--- src/efe_pkg.sv ---
// ============================================================================
// efe_pkg
// Shared types and constants of the escaped frame encoder: queue entry
// layout, configuration bundle, sequencer step codes and register indexes.
// ============================================================================
package efe_pkg;

    localparam int BYTE_W      = 8;
    localparam int QUEUE_DEPTH = 2;
    localparam int QPTR_W      = (QUEUE_DEPTH > 1) ? $clog2(QUEUE_DEPTH) : 1;
    localparam int QCNT_W      = $clog2(QUEUE_DEPTH + 1);
    localparam int S_TDATA_W   = 40;
    localparam int S_TUSER_W   = 2;
    localparam int M_TUSER_W   = 2;
    localparam int CFG_IDX_W   = 8;

    typedef logic [BYTE_W-1:0] byte_t;

    // Input item kinds
    localparam logic MODE_HEADER  = 1'b0;
    localparam logic MODE_PAYLOAD = 1'b1;

    // Configuration register indexes
    localparam logic [CFG_IDX_W-1:0] CFG_BEGIN_VALUE   = 8'd0;
    localparam logic [CFG_IDX_W-1:0] CFG_ESCAPE_VALUE  = 8'd1;
    localparam logic [CFG_IDX_W-1:0] CFG_HOST_ADDRESS  = 8'd2;
    localparam logic [CFG_IDX_W-1:0] CFG_BOARD_ADDRESS = 8'd3;

    // Configuration reset values
    localparam byte_t RST_BEGIN_VALUE   = 8'd224;
    localparam byte_t RST_ESCAPE_VALUE  = 8'd208;
    localparam byte_t RST_HOST_ADDRESS  = 8'd1;
    localparam byte_t RST_BOARD_ADDRESS = 8'd2;

    // Length byte carries payload length plus the three trailing header bytes
    localparam byte_t LEN_BIAS = 8'd3;
    localparam byte_t ESC_DEC  = 8'd1;

    // Sequencer steps over the wire bytes of one queued request
    typedef logic [2:0] step_t;
    localparam step_t STEP_BEGIN   = 3'd0;
    localparam step_t STEP_HOST    = 3'd1;
    localparam step_t STEP_BOARD   = 3'd2;
    localparam step_t STEP_LENGTH  = 3'd3;
    localparam step_t STEP_STATUS  = 3'd4;
    localparam step_t STEP_COMMAND = 3'd5;
    localparam step_t STEP_TAIL    = 3'd6;  // report on a header, data on a payload
    localparam step_t STEP_SUM     = 3'd7;

    typedef struct packed {
        logic  is_header;
        logic  port;
        logic  close;
        byte_t length;
        byte_t status;
        byte_t command;
        byte_t tail;
    } entry_t;

    typedef struct packed {
        byte_t begin_value;
        byte_t escape_value;
        byte_t host_address;
        byte_t board_address;
    } cfg_t;

    typedef struct packed {
        logic full;
        logic empty;
    } q_status_t;

endpackage

--- src/escaped_frame_encoder_core.sv ---
// ============================================================================
// escaped_frame_encoder_core
// Byte-stuffed response frame encoder with an 8-bit wrapping checksum.
// ============================================================================
//
//   channel  direction  handshake            contents
//   s_       in         s_tvalid/s_tready    header or payload item
//   m_       out        m_tvalid/m_tready    one wire byte per transfer
//   cfg_     in         cfg_valid/cfg_ready  register index and write data
//
// A header item gives 7 to 15 wire bytes, a payload item 1 to 4, escaped
// bytes taking two; the back sequencer emits one wire byte per cycle unless m_tready stalls it.
// A two-entry request queue lets the front accept items while the back works.
// Reset is synchronous, active low; it closes any frame and restores the
// default register values. A stalled m_tready holds the output register and,
// once the queue fills, s_tready drops. Configuration writes are always taken.
module escaped_frame_encoder_core (
    input  logic                            aclk,
    input  logic                            aresetn,
    input  logic                            s_tvalid,
    output logic                            s_tready,
    // payload_length, status_code, command_code, report_code, data_byte
    input  logic [efe_pkg::S_TDATA_W-1:0]   s_tdata,
    // mode, port
    input  logic [efe_pkg::S_TUSER_W-1:0]   s_tuser,
    output logic                            m_tvalid,
    input  logic                            m_tready,
    // out_byte
    output logic [efe_pkg::BYTE_W-1:0]      m_tdata,
    // frame_end
    output logic                            m_tlast,
    // out_port, run_last
    output logic [efe_pkg::M_TUSER_W-1:0]   m_tuser,
    input  logic                            cfg_valid,
    output logic                            cfg_ready,
    input  logic [efe_pkg::CFG_IDX_W-1:0]   cfg_index,
    input  logic [efe_pkg::BYTE_W-1:0]      cfg_data
);

    efe_pkg::cfg_t      cfg_reg, cfg_next;
    efe_pkg::q_status_t q_status;
    efe_pkg::entry_t    push_entry;
    efe_pkg::entry_t    head;
    logic               push;
    logic               pop;

    assign cfg_ready = 1'b1;

    // Decode register writes
    always_comb begin
        cfg_next = cfg_reg;
        if (cfg_valid && cfg_ready) begin
            unique case (cfg_index)
                efe_pkg::CFG_BEGIN_VALUE:   cfg_next.begin_value   = cfg_data;
                efe_pkg::CFG_ESCAPE_VALUE:  cfg_next.escape_value  = cfg_data;
                efe_pkg::CFG_HOST_ADDRESS:  cfg_next.host_address  = cfg_data;
                efe_pkg::CFG_BOARD_ADDRESS: cfg_next.board_address = cfg_data;
                default: ;
            endcase
        end
    end

    always_ff @(posedge aclk) begin
        if (!aresetn) begin
            cfg_reg.begin_value   <= efe_pkg::RST_BEGIN_VALUE;
            cfg_reg.escape_value  <= efe_pkg::RST_ESCAPE_VALUE;
            cfg_reg.host_address  <= efe_pkg::RST_HOST_ADDRESS;
            cfg_reg.board_address <= efe_pkg::RST_BOARD_ADDRESS;
        end else begin
            cfg_reg <= cfg_next;
        end
    end

    efe_front u_front (
        .aclk       (aclk),
        .aresetn    (aresetn),
        .s_tvalid   (s_tvalid),
        .s_tready   (s_tready),
        .s_tdata    (s_tdata),
        .s_tuser    (s_tuser),
        .q_status   (q_status),
        .push       (push),
        .push_entry (push_entry)
    );

    efe_queue u_queue (
        .aclk       (aclk),
        .aresetn    (aresetn),
        .push       (push),
        .push_entry (push_entry),
        .pop        (pop),
        .head       (head),
        .q_status   (q_status)
    );

    efe_back u_back (
        .aclk     (aclk),
        .aresetn  (aresetn),
        .cfg      (cfg_reg),
        .head     (head),
        .q_status (q_status),
        .pop      (pop),
        .m_tvalid (m_tvalid),
        .m_tready (m_tready),
        .m_tdata  (m_tdata),
        .m_tlast  (m_tlast),
        .m_tuser  (m_tuser)
    );

    // The checksum byte always closes the run of its item
    assert property (@(posedge aclk) disable iff (!aresetn)
        (m_tvalid && m_tlast) |-> m_tuser[1])
        else $error("frame end without run end");

    // Never write into a full queue
    assert property (@(posedge aclk) disable iff (!aresetn)
        push |-> !q_status.full)
        else $error("request queue overflow");

    // Never pop an empty queue
    assert property (@(posedge aclk) disable iff (!aresetn)
        pop |-> !q_status.empty)
        else $error("request queue underflow");

    // Output is empty right after a reset cycle
    assert property (@(posedge aclk)
        !aresetn |=> !m_tvalid)
        else $error("output valid after reset");

endmodule

--- src/efe_front.sv ---
// ============================================================================
// efe_front
// Accepts input items, tracks the open frame and queues classified requests.
// ============================================================================
module efe_front (
    input  logic                            aclk,
    input  logic                            aresetn,
    input  logic                            s_tvalid,
    output logic                            s_tready,
    // payload_length, status_code, command_code, report_code, data_byte
    input  logic [efe_pkg::S_TDATA_W-1:0]   s_tdata,
    // mode, port
    input  logic [efe_pkg::S_TUSER_W-1:0]   s_tuser,
    input  efe_pkg::q_status_t              q_status,
    output logic                            push,
    output efe_pkg::entry_t                 push_entry
);

    logic          in_frame_reg, in_frame_next;
    efe_pkg::byte_t bytes_left_reg, bytes_left_next;
    logic          port_reg, port_next;

    logic           accept;
    logic           mode;
    efe_pkg::byte_t len_in;
    efe_pkg::byte_t left_dec;

    assign s_tready = !q_status.full;
    assign accept   = s_tvalid && s_tready;
    assign mode     = s_tuser[0];
    assign len_in   = s_tdata[7:0];
    assign left_dec = bytes_left_reg - efe_pkg::byte_t'(1);

    // Classify the item and update the frame tracking
    always_comb begin
        in_frame_next   = in_frame_reg;
        bytes_left_next = bytes_left_reg;
        port_next       = port_reg;
        push            = 1'b0;
        push_entry.is_header = (mode == efe_pkg::MODE_HEADER);
        push_entry.port      = port_reg;
        push_entry.close     = 1'b0;
        push_entry.length    = len_in;
        push_entry.status    = s_tdata[15:8];
        push_entry.command   = s_tdata[23:16];
        push_entry.tail      = s_tdata[31:24];
        if (accept) begin
            unique case (mode)
                efe_pkg::MODE_HEADER: begin
                    push             = 1'b1;
                    push_entry.port  = s_tuser[1];
                    push_entry.close = (len_in == '0);
                    port_next        = s_tuser[1];
                    bytes_left_next  = len_in;
                    in_frame_next    = (len_in != '0);
                end
                efe_pkg::MODE_PAYLOAD: begin
                    // drop payload bytes outside a frame
                    if (in_frame_reg) begin
                        push             = 1'b1;
                        push_entry.tail  = s_tdata[39:32];
                        push_entry.close = (left_dec == '0);
                        bytes_left_next  = left_dec;
                        in_frame_next    = (left_dec != '0);
                    end
                end
                default: ;
            endcase
        end
    end

    always_ff @(posedge aclk) begin
        if (!aresetn) begin
            in_frame_reg   <= 1'b0;
            bytes_left_reg <= '0;
            port_reg       <= 1'b0;
        end else begin
            in_frame_reg   <= in_frame_next;
            bytes_left_reg <= bytes_left_next;
            port_reg       <= port_next;
        end
    end

endmodule

--- src/efe_queue.sv ---
// ============================================================================
// efe_queue
// Short request queue between the front and the back.
// ============================================================================
module efe_queue (
    input  logic               aclk,
    input  logic               aresetn,
    input  logic               push,
    input  efe_pkg::entry_t    push_entry,
    input  logic               pop,
    output efe_pkg::entry_t    head,
    output efe_pkg::q_status_t q_status
);

    efe_pkg::entry_t                entry_reg [efe_pkg::QUEUE_DEPTH];
    logic [efe_pkg::QPTR_W-1:0]     wr_ptr_reg, wr_ptr_next;
    logic [efe_pkg::QPTR_W-1:0]     rd_ptr_reg, rd_ptr_next;
    logic [efe_pkg::QCNT_W-1:0]     count_reg, count_next;

    assign head           = entry_reg[rd_ptr_reg];
    assign q_status.full  = (count_reg == efe_pkg::QCNT_W'(efe_pkg::QUEUE_DEPTH));
    assign q_status.empty = (count_reg == '0);

    function automatic logic [efe_pkg::QPTR_W-1:0] ptr_inc(
        input logic [efe_pkg::QPTR_W-1:0] p
    );
        if (p == efe_pkg::QPTR_W'(efe_pkg::QUEUE_DEPTH - 1)) begin
            return '0;
        end
        return p + efe_pkg::QPTR_W'(1);
    endfunction

    // Advance pointers and occupancy
    always_comb begin
        wr_ptr_next = push ? ptr_inc(wr_ptr_reg) : wr_ptr_reg;
        rd_ptr_next = pop  ? ptr_inc(rd_ptr_reg) : rd_ptr_reg;
        count_next  = count_reg;
        if (push && !pop) begin
            count_next = count_reg + efe_pkg::QCNT_W'(1);
        end else if (pop && !push) begin
            count_next = count_reg - efe_pkg::QCNT_W'(1);
        end
    end

    always_ff @(posedge aclk) begin
        if (!aresetn) begin
            wr_ptr_reg <= '0;
            rd_ptr_reg <= '0;
            count_reg  <= '0;
        end else begin
            wr_ptr_reg <= wr_ptr_next;
            rd_ptr_reg <= rd_ptr_next;
            count_reg  <= count_next;
        end
    end

    // Store entries
    always_ff @(posedge aclk) begin
        if (push) begin
            entry_reg[wr_ptr_reg] <= push_entry;
        end
    end

endmodule

--- src/efe_back.sv ---
// ============================================================================
// efe_back
// Walks each queued request byte by byte, escapes special bytes, keeps the
// running checksum and drives the registered output stream.
// ============================================================================
module efe_back (
    input  logic                          aclk,
    input  logic                          aresetn,
    input  efe_pkg::cfg_t                 cfg,
    input  efe_pkg::entry_t               head,
    input  efe_pkg::q_status_t            q_status,
    output logic                          pop,
    output logic                          m_tvalid,
    input  logic                          m_tready,
    // out_byte
    output logic [efe_pkg::BYTE_W-1:0]    m_tdata,
    // frame_end
    output logic                          m_tlast,
    // out_port, run_last
    output logic [efe_pkg::M_TUSER_W-1:0] m_tuser
);

    efe_pkg::step_t step_reg, step_next;
    logic           fresh_reg, fresh_next;
    logic           esc_reg, esc_next;
    efe_pkg::byte_t sum_reg, sum_next;

    logic           out_valid_reg, out_valid_next;
    efe_pkg::byte_t out_byte_reg, out_byte_next;
    logic           out_port_reg, out_port_next;
    logic           out_end_reg, out_end_next;
    logic           out_last_reg, out_last_next;

    efe_pkg::step_t start_step, cur_step, end_step;
    efe_pkg::byte_t cur_val;
    logic           special;
    logic           load, go;

    assign start_step = head.is_header ? efe_pkg::STEP_BEGIN : efe_pkg::STEP_TAIL;
    assign end_step   = head.close ? efe_pkg::STEP_SUM : efe_pkg::STEP_TAIL;
    assign cur_step   = fresh_reg ? start_step : step_reg;
    assign load       = !out_valid_reg || m_tready;
    assign go         = load && !q_status.empty;

    // Pick the unescaped byte for this step
    always_comb begin
        unique case (cur_step)
            efe_pkg::STEP_BEGIN:   cur_val = cfg.begin_value;
            efe_pkg::STEP_HOST:    cur_val = cfg.host_address;
            efe_pkg::STEP_BOARD:   cur_val = cfg.board_address;
            efe_pkg::STEP_LENGTH:  cur_val = head.length + efe_pkg::LEN_BIAS;
            efe_pkg::STEP_STATUS:  cur_val = head.status;
            efe_pkg::STEP_COMMAND: cur_val = head.command;
            efe_pkg::STEP_TAIL:    cur_val = head.tail;
            efe_pkg::STEP_SUM:     cur_val = sum_reg;
            default:               cur_val = '0;
        endcase
    end

    assign special = (cur_step != efe_pkg::STEP_BEGIN) &&
                     ((cur_val == cfg.begin_value) || (cur_val == cfg.escape_value));

    // Sequence one wire byte per cycle into the output register while it can load and a request waits
    always_comb begin
        step_next      = step_reg;
        fresh_next     = fresh_reg;
        esc_next       = esc_reg;
        sum_next       = sum_reg;
        pop            = 1'b0;
        out_valid_next = out_valid_reg;
        out_byte_next  = out_byte_reg;
        out_port_next  = out_port_reg;
        out_end_next   = out_end_reg;
        out_last_next  = out_last_reg;
        if (load) begin
            out_valid_next = go;
        end
        if (go) begin
            out_port_next = head.port;
            out_end_next  = 1'b0;
            out_last_next = 1'b0;
            if (special && !esc_reg) begin
                // send the marker first, hold the step
                out_byte_next = cfg.escape_value;
                esc_next      = 1'b1;
                step_next     = cur_step;
                fresh_next    = 1'b0;
            end else begin
                out_byte_next = esc_reg ? (cur_val - efe_pkg::ESC_DEC) : cur_val;
                esc_next      = 1'b0;
                if ((cur_step == efe_pkg::STEP_BEGIN) || (cur_step == efe_pkg::STEP_SUM)) begin
                    sum_next = '0;
                end else begin
                    sum_next = sum_reg + cur_val;
                end
                out_end_next = (cur_step == efe_pkg::STEP_SUM);
                if (cur_step == end_step) begin
                    pop           = 1'b1;
                    fresh_next    = 1'b1;
                    out_last_next = 1'b1;
                end else begin
                    step_next  = cur_step + efe_pkg::step_t'(1);
                    fresh_next = 1'b0;
                end
            end
        end
    end

    always_ff @(posedge aclk) begin
        if (!aresetn) begin
            step_reg      <= efe_pkg::STEP_BEGIN;
            fresh_reg     <= 1'b1;
            esc_reg       <= 1'b0;
            sum_reg       <= '0;
            out_valid_reg <= 1'b0;
        end else begin
            step_reg      <= step_next;
            fresh_reg     <= fresh_next;
            esc_reg       <= esc_next;
            sum_reg       <= sum_next;
            out_valid_reg <= out_valid_next;
        end
    end

    always_ff @(posedge aclk) begin
        out_byte_reg <= out_byte_next;
        out_port_reg <= out_port_next;
        out_end_reg  <= out_end_next;
        out_last_reg <= out_last_next;
    end

    assign m_tvalid = out_valid_reg;
    assign m_tdata  = out_byte_reg;
    assign m_tlast  = out_end_reg;
    assign m_tuser  = {out_last_reg, out_port_reg};

endmodule

--- config.mk ---
export PLATFORM = sky130hd
export DESIGN_NAME = escaped_frame_encoder_core
export DESIGN_NICKNAME = d
export VERILOG_FILES = /design/src/efe_pkg.sv /design/src/escaped_frame_encoder_core.sv /design/src/efe_front.sv /design/src/efe_queue.sv /design/src/efe_back.sv
export SDC_FILE = /design/constraint.sdc
export NUM_CORES = 1
export LEC_CHECK = 0
export BUFFER_PORTS_ARGS = -buffer_cell sky130_fd_sc_hd__buf_2
export CAP_MARGIN = 20
export CORE_MARGIN = 4
export CORE_UTILIZATION = 25
export DETAILED_ROUTE_END_ITERATION = 7
export SYNTH_ARGS = -nofsm -noshare
export SYNTH_HDL_FRONTEND = slang
export SYNTH_HIERARCHICAL = 1
export SYNTH_SLANG_ARGS = --single-unit
--- constraint.sdc ---
create_clock -name aclk -period 5.3 [get_ports aclk]
set_clock_uncertainty 0.1 [all_clocks]
set_input_delay 0.795 -clock aclk [delete_from_list [all_inputs] [get_ports aclk]]
set_output_delay 0.795 -clock aclk [all_outputs]
set_load 0.02 [all_outputs]
==> reports/results.ini, run 1 <==
[outcome]
status = complete, no violations

[cells_and_area]
n_antenna_cell = 0
regArea_um2 = 3650
drive_gt1_share_pct = 23.7
finalNetCount = 842
utilization_pct = 29.2
finalNonFillerCells = 1173
final_cell_mix = edfxtp_1, nand2_1, buf_2
largest_register_ffs = 70
multi_input_area_um2 = 3600
final_common_cell = edfxtp_1
nFillCells = 3186
area_growth_pct = 15.4

[sta]
drv_slew = 0
relSlewSlack_pct = 30.0
setup_viol_count_final = 0
fin_setup_tns_ps = 0
finalCriticalPeriod_ps = 4850
min_period_over_period_pct = 91.5
hold_viol_final = 0
tightest_slew_ps = 1050
fmax_ghz = 0.206
rsz0062_at_grt = no

[route]
wl_per_cell_um = 16.3
route.detailed.drc = 0
num_vias = 5394
drt_wl_total_um = 19100
viasPerCell = 4.60
final_antenna_net_count = 0
drt_iter0_markers = 319
drtPass1Iterations = 5

[clocking]
clock_path_buffers = 2
h-tree-depth = 4
root_buffer = clkbuf_16
post_cts_buffers = 0
tritoncts = built
clk_pin_slew_worst_paths_ps = 60
clock_latency_ps = 420
cts_resized = 0
cts_inserted_buffers = 17
postCtsHoldBufs = 0
cts.sinks = 142

[yosys]
syn_avg_cell_area_um2 = 10.7
synth_xor_area_share_pct = 3.73
ys_seq_area_share_pct = 47.1
synth-simple-area-share_pct = 16.5
synth_edf_count = 81
synth_top_family_by_area = simple AND/OR/NAND/NOR gates
yosys.cell_types.count = 82
muxShareOfSynthArea_pct = 13.0
synth_ff_type = edfxtp_1
syn_inst = 722
synthArstFlopShare_pct = 0
synth_compound_area_share_pct = 10.5
ys_warn_count = 6
syn_nets = 800
ys_ff_latch = 142
synthAdderAreaFrac_pct = 2.52
syn_area_um2 = 7750

[global_route]
antenna_found_initial = 0
grt_max_degree = 59
grtUsageTotal_pct = 11.2
grt_pass1_wl_um = 29500
grt_overflow = 0
grt_pass1_vias = 5204

[placement]
gp_congestion = 0.859
portBuffers = 75
hpwl_um = 14200
dpl.cell_count = 1141

[critical_path]
crit_path_max_fanout = 21
cp.required_ps = 5560
crit_path_start_kind = register
path_class = reg2reg
cp.arrival_ps = 5100
end_kind = register

[floorplanning]
initial_core_util_pct = 25.3
rows = 64
fp.dieH_um = 184
dieWidth_um = 184
core_area_um2 = 30600
boundaryPins = 77
dieArea_um2 = 33900

[min_path]
hold_class = reg2reg

[job]
max-cap-violations = 0

[power_and_ir_drop]
irDropWorstVdd_uv = 249
power_density_nw_per_um2 = 494
p_leak_nw = 3.37

-- routing by layer --
| metal | track usage (%) | part of all wire [%] | vias to the layer above |
|---|---|---|---|
| li1 | - | - | 2666 |
| met3 | 2.49 | 5.0 | 14 |
| met1 | 15.2 | 46 | 2568 |
| met5 | 0 | 0 | - |
| met2 | 18.2 | 48 | 146 |
| met4 | 2.87 | 1.0 | 0 |
-- path summary, 6_finish.rpt --
path | startpoint | to | slack (ps) | depth (start not counted)
max | register | u_queue/count_reg[1]$_SDFFE_PN0P_ | 450 | 19
min | cfg_reg[10]$_SDFFE_PN0P_ | cfg_reg[10]$_SDFFE_PN0P_ | 370 | 2
max reg2reg | register | u_queue/count_reg[1]$_SDFFE_PN0P_ | 450 | 19
min reg2reg | cfg_reg[10]$_SDFFE_PN0P_ | cfg_reg[10]$_SDFFE_PN0P_ | 370 | 2
-- layout make-up --
class,count,share of cell area [%]
Sequential cell,142,40.9
Multi-Input combinational cell,491,40.3
Tap cell,396,5.54
Timing Repair Buffer,85,5.32
Clock buffer,18,4.91
Clock inverter,14,1.99
Inverter,27,1.13
-- where the power goes --
part | leakage [nW] | internal [mW] | total (mW) | switching, mW
Sequential | 1.25 | 1.38 | 1.49 | 0.113
Clock | 0.304 | 0.760 | 1.24 | 0.485
Combinational | 1.82 | 0.668 | 1.68 | 1.01
Total | 3.37 | 2.80 | 4.41 | 1.61
-- Yosys cell counts (all sizes together), types with 3 or more instances --
cell type  instances  area (um^2)
mux2              46          518
nand3             13         70.1
a21o               4         31.3
o21bai             3         22.5
ha                14          175
dfxtp             61         1220
o211ai             3         22.5
edfxtp            81         2430
a22oi              3         22.5
o21a               4         30.0
nor2b             20          125
xnor2             20          175
a221oi             6         58.8
nor4               7         73.8
nor4b              4         50.1
a211oi             6         62.6
or4                4         33.8
o21ai             26          138
nand2             80          308
nor3              12         60.1
nand2b            11         68.8
xor2              13          114
nand3b            15          113
o31ai              3         22.5
and3b              4         36.3
a21oi             28          144
nor2              30          113
nand4              6         52.6
or2                3         21.3
o2111ai            4         35.0
buf               52          367
a31oi              6         37.5
inv               25         93.8
mux2i             49          490
and2              12         75.1
clkbuf            10         37.5
-- through the flow --
step / worst slack [ps] / power (mW) / hold slack [ps] / area, um^2
after floorplan: 1090 / 2.73 / 338 / 7750
after global placement: 552 / 3.17 / 358 / 8330
after detailed placement: 501 / 3.18 / 367 / 8330
after CTS: 459 / 4.44 / 377 / 8940
after global routing: 84.2 / 4.68 / 397 / 8940
final: 452 / 4.41 / 370 / 8940
-- cells by family after synthesis --
group | after synthesis
AND/OR/NAND/NOR | 231
flip-flops | 142
AO/OA/AOI/OAI | 116
multiplexers | 95
buffers and inverters | 89
XOR/XNOR | 33
adder cells (fa/ha/maj) | 15
other | 1
-- worst max-delay path, cell delays in order, from the launching register on --
cell and delay [ps]:
dfxtp_1 370, mux2_2 380, nand2_1 90, o21ai_0 140
ha_1 260, buf_4 180, nand2b_1 70, mux2i_1 60
a2111o_1 400, mux2_2 350, xnor2_1 140, nand4_1 120
nor4_4 60, o21ai_2 710, nand2_4 240, nor2_1 220
inv_1 60, ha_1 310, or3_1 350, a21boi_1 140
Power figures use the tool's default switching activity.
==> run 2: changes to the inputs <==
==> constraint.sdc (replaced) <==
create_clock -name aclk -period 5.3 [get_ports aclk]
set_clock_uncertainty 0.1 [all_clocks]
set_input_delay 0.53 -clock aclk [delete_from_list [all_inputs] [get_ports aclk]]
set_output_delay 0.53 -clock aclk [all_outputs]
set_load 0.02 [all_outputs]
==> reports/results.ini, run 2 (same netlist as run 1, synthesis figures left out) <==
[clocking]
h-tree-depth = 4  ; unchanged
clock_latency_ps = 430  ; about the same
root_buffer = clkbuf_16
cts.sinks = 142  ; unchanged
clk_pin_slew_worst_paths_ps = 60  ; about the same
postCtsHoldBufs = 0  ; unchanged
cts_inserted_buffers = 17  ; unchanged
cts_resized = 0  ; unchanged
post_cts_buffers = 0  ; unchanged
clock_path_buffers = 2  ; unchanged
tritoncts = built

[global_route]
grt_overflow = 0  ; unchanged
antenna_found_initial = 1  ; +1
grt_max_degree = 49  ; -17%
grt_pass1_vias = 5208  ; +0.077%
grtUsageTotal_pct = 11.4  ; +0.14 points
grt_pass1_wl_um = 29700  ; +0.80%

[cells_and_area]
regArea_um2 = 3650  ; unchanged
final_common_cell = edfxtp_1
largest_register_ffs = 70  ; unchanged
multi_input_area_um2 = 3600  ; unchanged
nFillCells = 3189  ; +0.094%
finalNetCount = 843  ; +0.12%
drive_gt1_share_pct = 23.8  ; +0.098 points
final_cell_mix = edfxtp_1, nand2_1, buf_2
finalNonFillerCells = 1175  ; +0.17%
utilization_pct = 29.2  ; about the same
area_growth_pct = 15.4  ; about the same

[power_and_ir_drop]
p_leak_nw = 3.36  ; -0.29%
power_density_nw_per_um2 = 492  ; -0.33%
irDropWorstVdd_uv = 216  ; -13%

[sta]
min_period_over_period_pct = 92.6  ; +1.2 points
setup_viol_count_final = 0  ; unchanged
fin_setup_tns_ps = 0  ; unchanged
finalCriticalPeriod_ps = 4910  ; +61.7 ps
tightest_slew_ps = 888  ; -161 ps
hold_viol_final = 0  ; unchanged
fmax_ghz = 0.204  ; -1.3%
drv_slew = 0  ; unchanged
rsz0062_at_grt = no
hold_ws_ps = 189  ; -181 ps
relSlewSlack_pct = 40.8  ; +11 points
finalWorstSetupSlack_ps = 390  ; -61.7 ps

[critical_path]
slowest_delay_ps = 710  ; about the same
slowest_stage = o21ai_2
path_delay_family = compound AO/OA/AOI/OAI gates
cp.arrival_ps = 5170  ; +70 ps
crit_path_start_kind = register
crit_path_max_fanout = 21  ; unchanged
path_class = reg2reg
path_buf_inv = 2  ; unchanged
crit_chain = mux2_2 > nand2_1 > o21ai_0 > ha_1 > buf_4 > nand2b_1 > mux2i_1 > a2111o_1 > mux2_2 > xnor2_1 > nand4_1 > nor4_4 > o21ai_2 > nand2_4 > nor2_1 > inv_1 > ha_1 > or3_1 > a21boi_1
end_kind = register
cp.required_ps = 5560  ; about the same

[route]
wl_per_cell_um = 16.4  ; +0.69%
final_antenna_net_count = 0  ; unchanged
num_vias = 5480  ; +1.6%
drt_wl_total_um = 19300  ; +0.86%
viasPerCell = 4.66  ; +1.4%
drt_iter0_markers = 404  ; +27%
drtPass1Iterations = 5  ; unchanged
route.detailed.drc = 0  ; unchanged

[placement]
hpwl_um = 14200  ; +0.51%
portBuffers = 75  ; unchanged
place_ws_ps = 444  ; -56.9 ps
dpl.cell_count = 1141  ; unchanged
gp_congestion = 0.878  ; +2.2%

[job]
max-cap-violations = 0  ; unchanged

[floorplanning]
rows = 64  ; unchanged
fp.dieH_um = 184  ; unchanged
dieArea_um2 = 33900  ; unchanged
dieWidth_um = 184  ; unchanged
boundaryPins = 77  ; unchanged
core_area_um2 = 30600  ; unchanged
initial_core_util_pct = 25.3  ; unchanged

[outcome]
status = complete, no violations

[min_path]
hold_class = in2reg

run 2: where the power goes:
part           switching, mW  internal [mW]
Sequential             0.113           1.37
Clock                  0.494          0.718
Combinational           1.02          0.676
run 2: worst paths after layout:
path	start	end	slack, ps	cells past startpoint
setup / recovery	register	u_queue/count_reg[1]$_SDFFE_PN0P_	390	19
hold reg to reg	cfg_reg[5]$_SDFFE_PN0P_	cfg_reg[5]$_SDFFE_PN0P_	360	2
hold / removal	s_tdata[15]	u_queue/entry_reg[1][23]$_DFFE_PP_	190	1
setup reg to reg	register	u_queue/count_reg[1]$_SDFFE_PN0P_	390	19
run 2: area by class of cell:
| type | count | share of cell area [%] |
|---|---|---|
| clock buffers | 19 | 4.95 |
| well taps | 396 | 5.54 |
| clock inverters | 13 | 1.72 |
| diodes | 1 | 0.0280 |
| inverters | 27 | 1.13 |
| repair buffers | 86 | 5.54 |
| flip-flops and latches | 142 | 40.8 |
| multi-input cells | 491 | 40.2 |
run 2: layer usage:
metal / track usage, % / vias up / share of wire, %
met2: 18.4 / 113 / 48
met4: 3.43 / 0 / 1.1
met3: 2.28 / 16 / 3.7
met1: 15.4 / 2675 / 47
li1: - / 2676 / -
met5: 0 / - / 0
run 2: metrics by stage:
stage | total power [mW] | area, um^2
after floorplan | 2.73 | 7750
after global placement | 3.17 | 8330
after detailed placement | 3.19 | 8330
after CTS | 4.42 | 8920
after global routing | 4.64 | 8940
final | 4.40 | 8940
==> run 3: changes to the inputs <==
==> constraint.sdc (replaced) <==
create_clock -name aclk -period 4.3 [get_ports aclk]
set_clock_uncertainty 0.1 [all_clocks]
set_input_delay 0.43 -clock aclk [delete_from_list [all_inputs] [get_ports aclk]]
set_output_delay 0.43 -clock aclk [all_outputs]
set_load 0.02 [all_outputs]
==> reports/results.ini, run 3 (same netlist as run 1, synthesis figures left out) <==
[global_route]
grt_pass1_wl_um = 30400  ; +2.1%
grtUsageTotal_pct = 11.5  ; +0.17 points
antenna_found_initial = 0  ; -1
grt_max_degree = 39  ; -20%
grt_pass1_vias = 5419  ; +4.1%
grt_overflow = 0  ; unchanged

[power_and_ir_drop]
combPwrFrac_pct = 40.8  ; +2.2 points
seq_power_share_pct = 32.8  ; -1.0 points
power_frac_clock_pct = 26.4  ; -1.1 points
p_leak_nw = 3.44  ; +2.5%
swShare_pct = 36.8  ; -0.33 points
power_density_nw_per_um2 = 609  ; +24%
p_total_mw = 5.54  ; +26%
p_sw_mw = 2.04  ; +25%
p_int_mw = 3.51  ; +27%
irDropWorstVdd_uv = 318  ; +47%

[cells_and_area]
drive_gt1_share_pct = 26.6  ; +2.8 points
final_common_cell = edfxtp_1
largest_register_ffs = 70  ; unchanged
n_antenna_cell = 0  ; -1
nFillCells = 3195  ; +0.19%
final_cell_mix = edfxtp_1, nand2_1, buf_2
area_growth_pct = 17.4
finalNetCount = 858  ; +1.8%

[floorplanning]
core_area_um2 = 30600  ; unchanged
fp.dieH_um = 184  ; unchanged
initial_core_util_pct = 25.3  ; unchanged
dieArea_um2 = 33900  ; unchanged
boundaryPins = 77  ; unchanged
rows = 64  ; unchanged
dieWidth_um = 184  ; unchanged

[clocking]
clock_latency_ps = 430  ; about the same
root_buffer = clkbuf_16
tritoncts = built
clock_path_buffers = 2  ; unchanged
cts.sinks = 142  ; unchanged
cts_inserted_buffers = 17  ; unchanged
clk_pin_slew_worst_paths_ps = 60  ; about the same
h-tree-depth = 4  ; unchanged

[sta]
finalCriticalPeriod_ps = 4090  ; -816 ps
drv_slew = 0  ; unchanged
fin_setup_tns_ps = 0  ; unchanged
relSlewSlack_pct = 55.3  ; +14 points
hold_viol_final = 0  ; unchanged
tightest_slew_ps = 666  ; -222 ps
setup_viol_count_final = 0  ; unchanged
min_period_over_period_pct = 95.2  ; +2.6 points
fmax_ghz = 0.244  ; +20%

[critical_path]
slowest_stage = dfxtp_4
crit_path_start_kind = register
cp.arrival_ps = 4340  ; -830 ps
r2r_cells = 19  ; unchanged
crit_path_frequent_cell = inv_1
crit_chain = mux2_2 > nand2_1 > o21ai_1 > inv_1 > ha_2 > and2_1 > a221oi_1 > o2111ai_2 > mux2i_2 > xor2_1 > nand4_1 > nor4_4 > o21ai_2 > nand2_4 > nor2_1 > inv_1 > ha_1 > or3_1 > a21boi_1
reg2reg_slack_ps = 210  ; -180 ps
end_kind = register
r2r_end = u_queue/count_reg[1]$_SDFFE_PN0P_
cp.required_ps = 4550  ; -1010 ps
slowest_delay_ps = 360  ; -350 ps
path_class = reg2reg
crit_path_max_fanout = 9  ; -57%
crit_path_end = u_queue/count_reg[1]$_SDFFE_PN0P_

[route]
drt_iter0_markers = 424  ; +5.0%
met2_length_um = 9560  ; +3.1%
wl_met1_um = 9320  ; +2.6%
top_layer = met4
route.detailed.drc = 0  ; unchanged
drtPass1Iterations = 5  ; unchanged
num_vias = 5491  ; +0.20%
wl_met3_um = 747  ; +4.3%
final_antenna_net_count = 0  ; unchanged
viasPerCell = 4.62  ; -0.98%
drt_wl_total_um = 19900  ; +3.3%
wl_per_cell_um = 16.8  ; +2.1%

[placement]
portBuffers = 75  ; unchanged
gp_congestion = 0.937  ; +6.6%
hpwl_um = 14600  ; +2.4%

[outcome]
status = complete, no violations

[job]
max-cap-violations = 0  ; unchanged

[min_path]
hold_class = in2reg

## run 3: worst min-delay path by stage
stage / cells after the start / end / slack [ps] / start
2_1_floorplan: 2 / cfg_reg[15]$_SDFFE_PN0P_ / 340 / cfg_reg[15]$_SDFFE_PN0P_
3_3_place_gp: 2 / cfg_reg[2]$_SDFFE_PN0P_ / 350 / cfg_reg[2]$_SDFFE_PN0P_
3_5_place_dp: 2 / cfg_reg[2]$_SDFFE_PN0P_ / 360 / cfg_reg[2]$_SDFFE_PN0P_
4_1_cts: 1 / u_queue/entry_reg[1][18]$_DFFE_PP_ / 60 / s_tdata[10]
5_1_grt: 1 / u_queue/entry_reg[0][16]$_DFFE_PP_ / 80 / s_tdata[8]
6_report: 1 / u_queue/entry_reg[1][21]$_DFFE_PP_ / 90 / s_tdata[13]
## run 3: stage by stage
stage	std cells	instance area (um^2)	hold WS, ps	util, %	worst slack (ps)
after floorplan	722	7750	338	-	88.5
after global placement	1150	8380	354	27.4	251
after detailed placement	1150	8380	360	27.4	143
after CTS	1182	8970	64.0	29.3	135
after global routing	1189	9100	75.6	29.8	-59.7
final	1189	9100	93.7	29.8	206
## run 3: final cells by class
type,instances,area (um^2),share of cell area [%]
Sequential cell,142,3660,40.2
Multi-Input combinational cell,491,3640,40.0
Timing Repair Buffer,101,617,6.78
Tap cell,396,495,5.44
Clock buffer,21,493,5.42
Inverter,27,101,1.11
Clock inverter,11,100,1.10
## run 3: power groups by stage
stage / clock (mW) / combinational (mW) / sequential, mW
2_1_floorplan: 0 / 1.52 / 1.85
3_3_place_gp: 0 / 2.11 / 1.84
3_5_place_dp: 0 / 2.12 / 1.84
4_1_cts: 1.51 / 2.13 / 1.82
5_1_grt: 1.56 / 2.48 / 1.84
6_report: 1.46 / 2.26 / 1.82
## run 3: critical path: cells and delay by family, from the launching register on
kind / cells / cell delay (ps)
XOR/XNOR: 1 / 190
adder cells (fa/ha/maj): 2 / 490
flip-flops: 1 / 360
AND/OR/NAND/NOR: 7 / 1260
multiplexers: 2 / 510
AO/OA/AOI/OAI: 5 / 940
buffers and inverters: 2 / 160
## run 3: timing repair
item,CTS,global route
endpoints found under the setup margin,0,3
gates resized for setup,0,15
hold buffers,0,0
buffers inserted,0,5
## run 3: routing by layer
layer	GRT usage, %	vias to the layer above
met2	18.7	137
met5	0	-
met3	2.55	22
li1	-	2695
met1	15.3	2637
met4	3.73	0
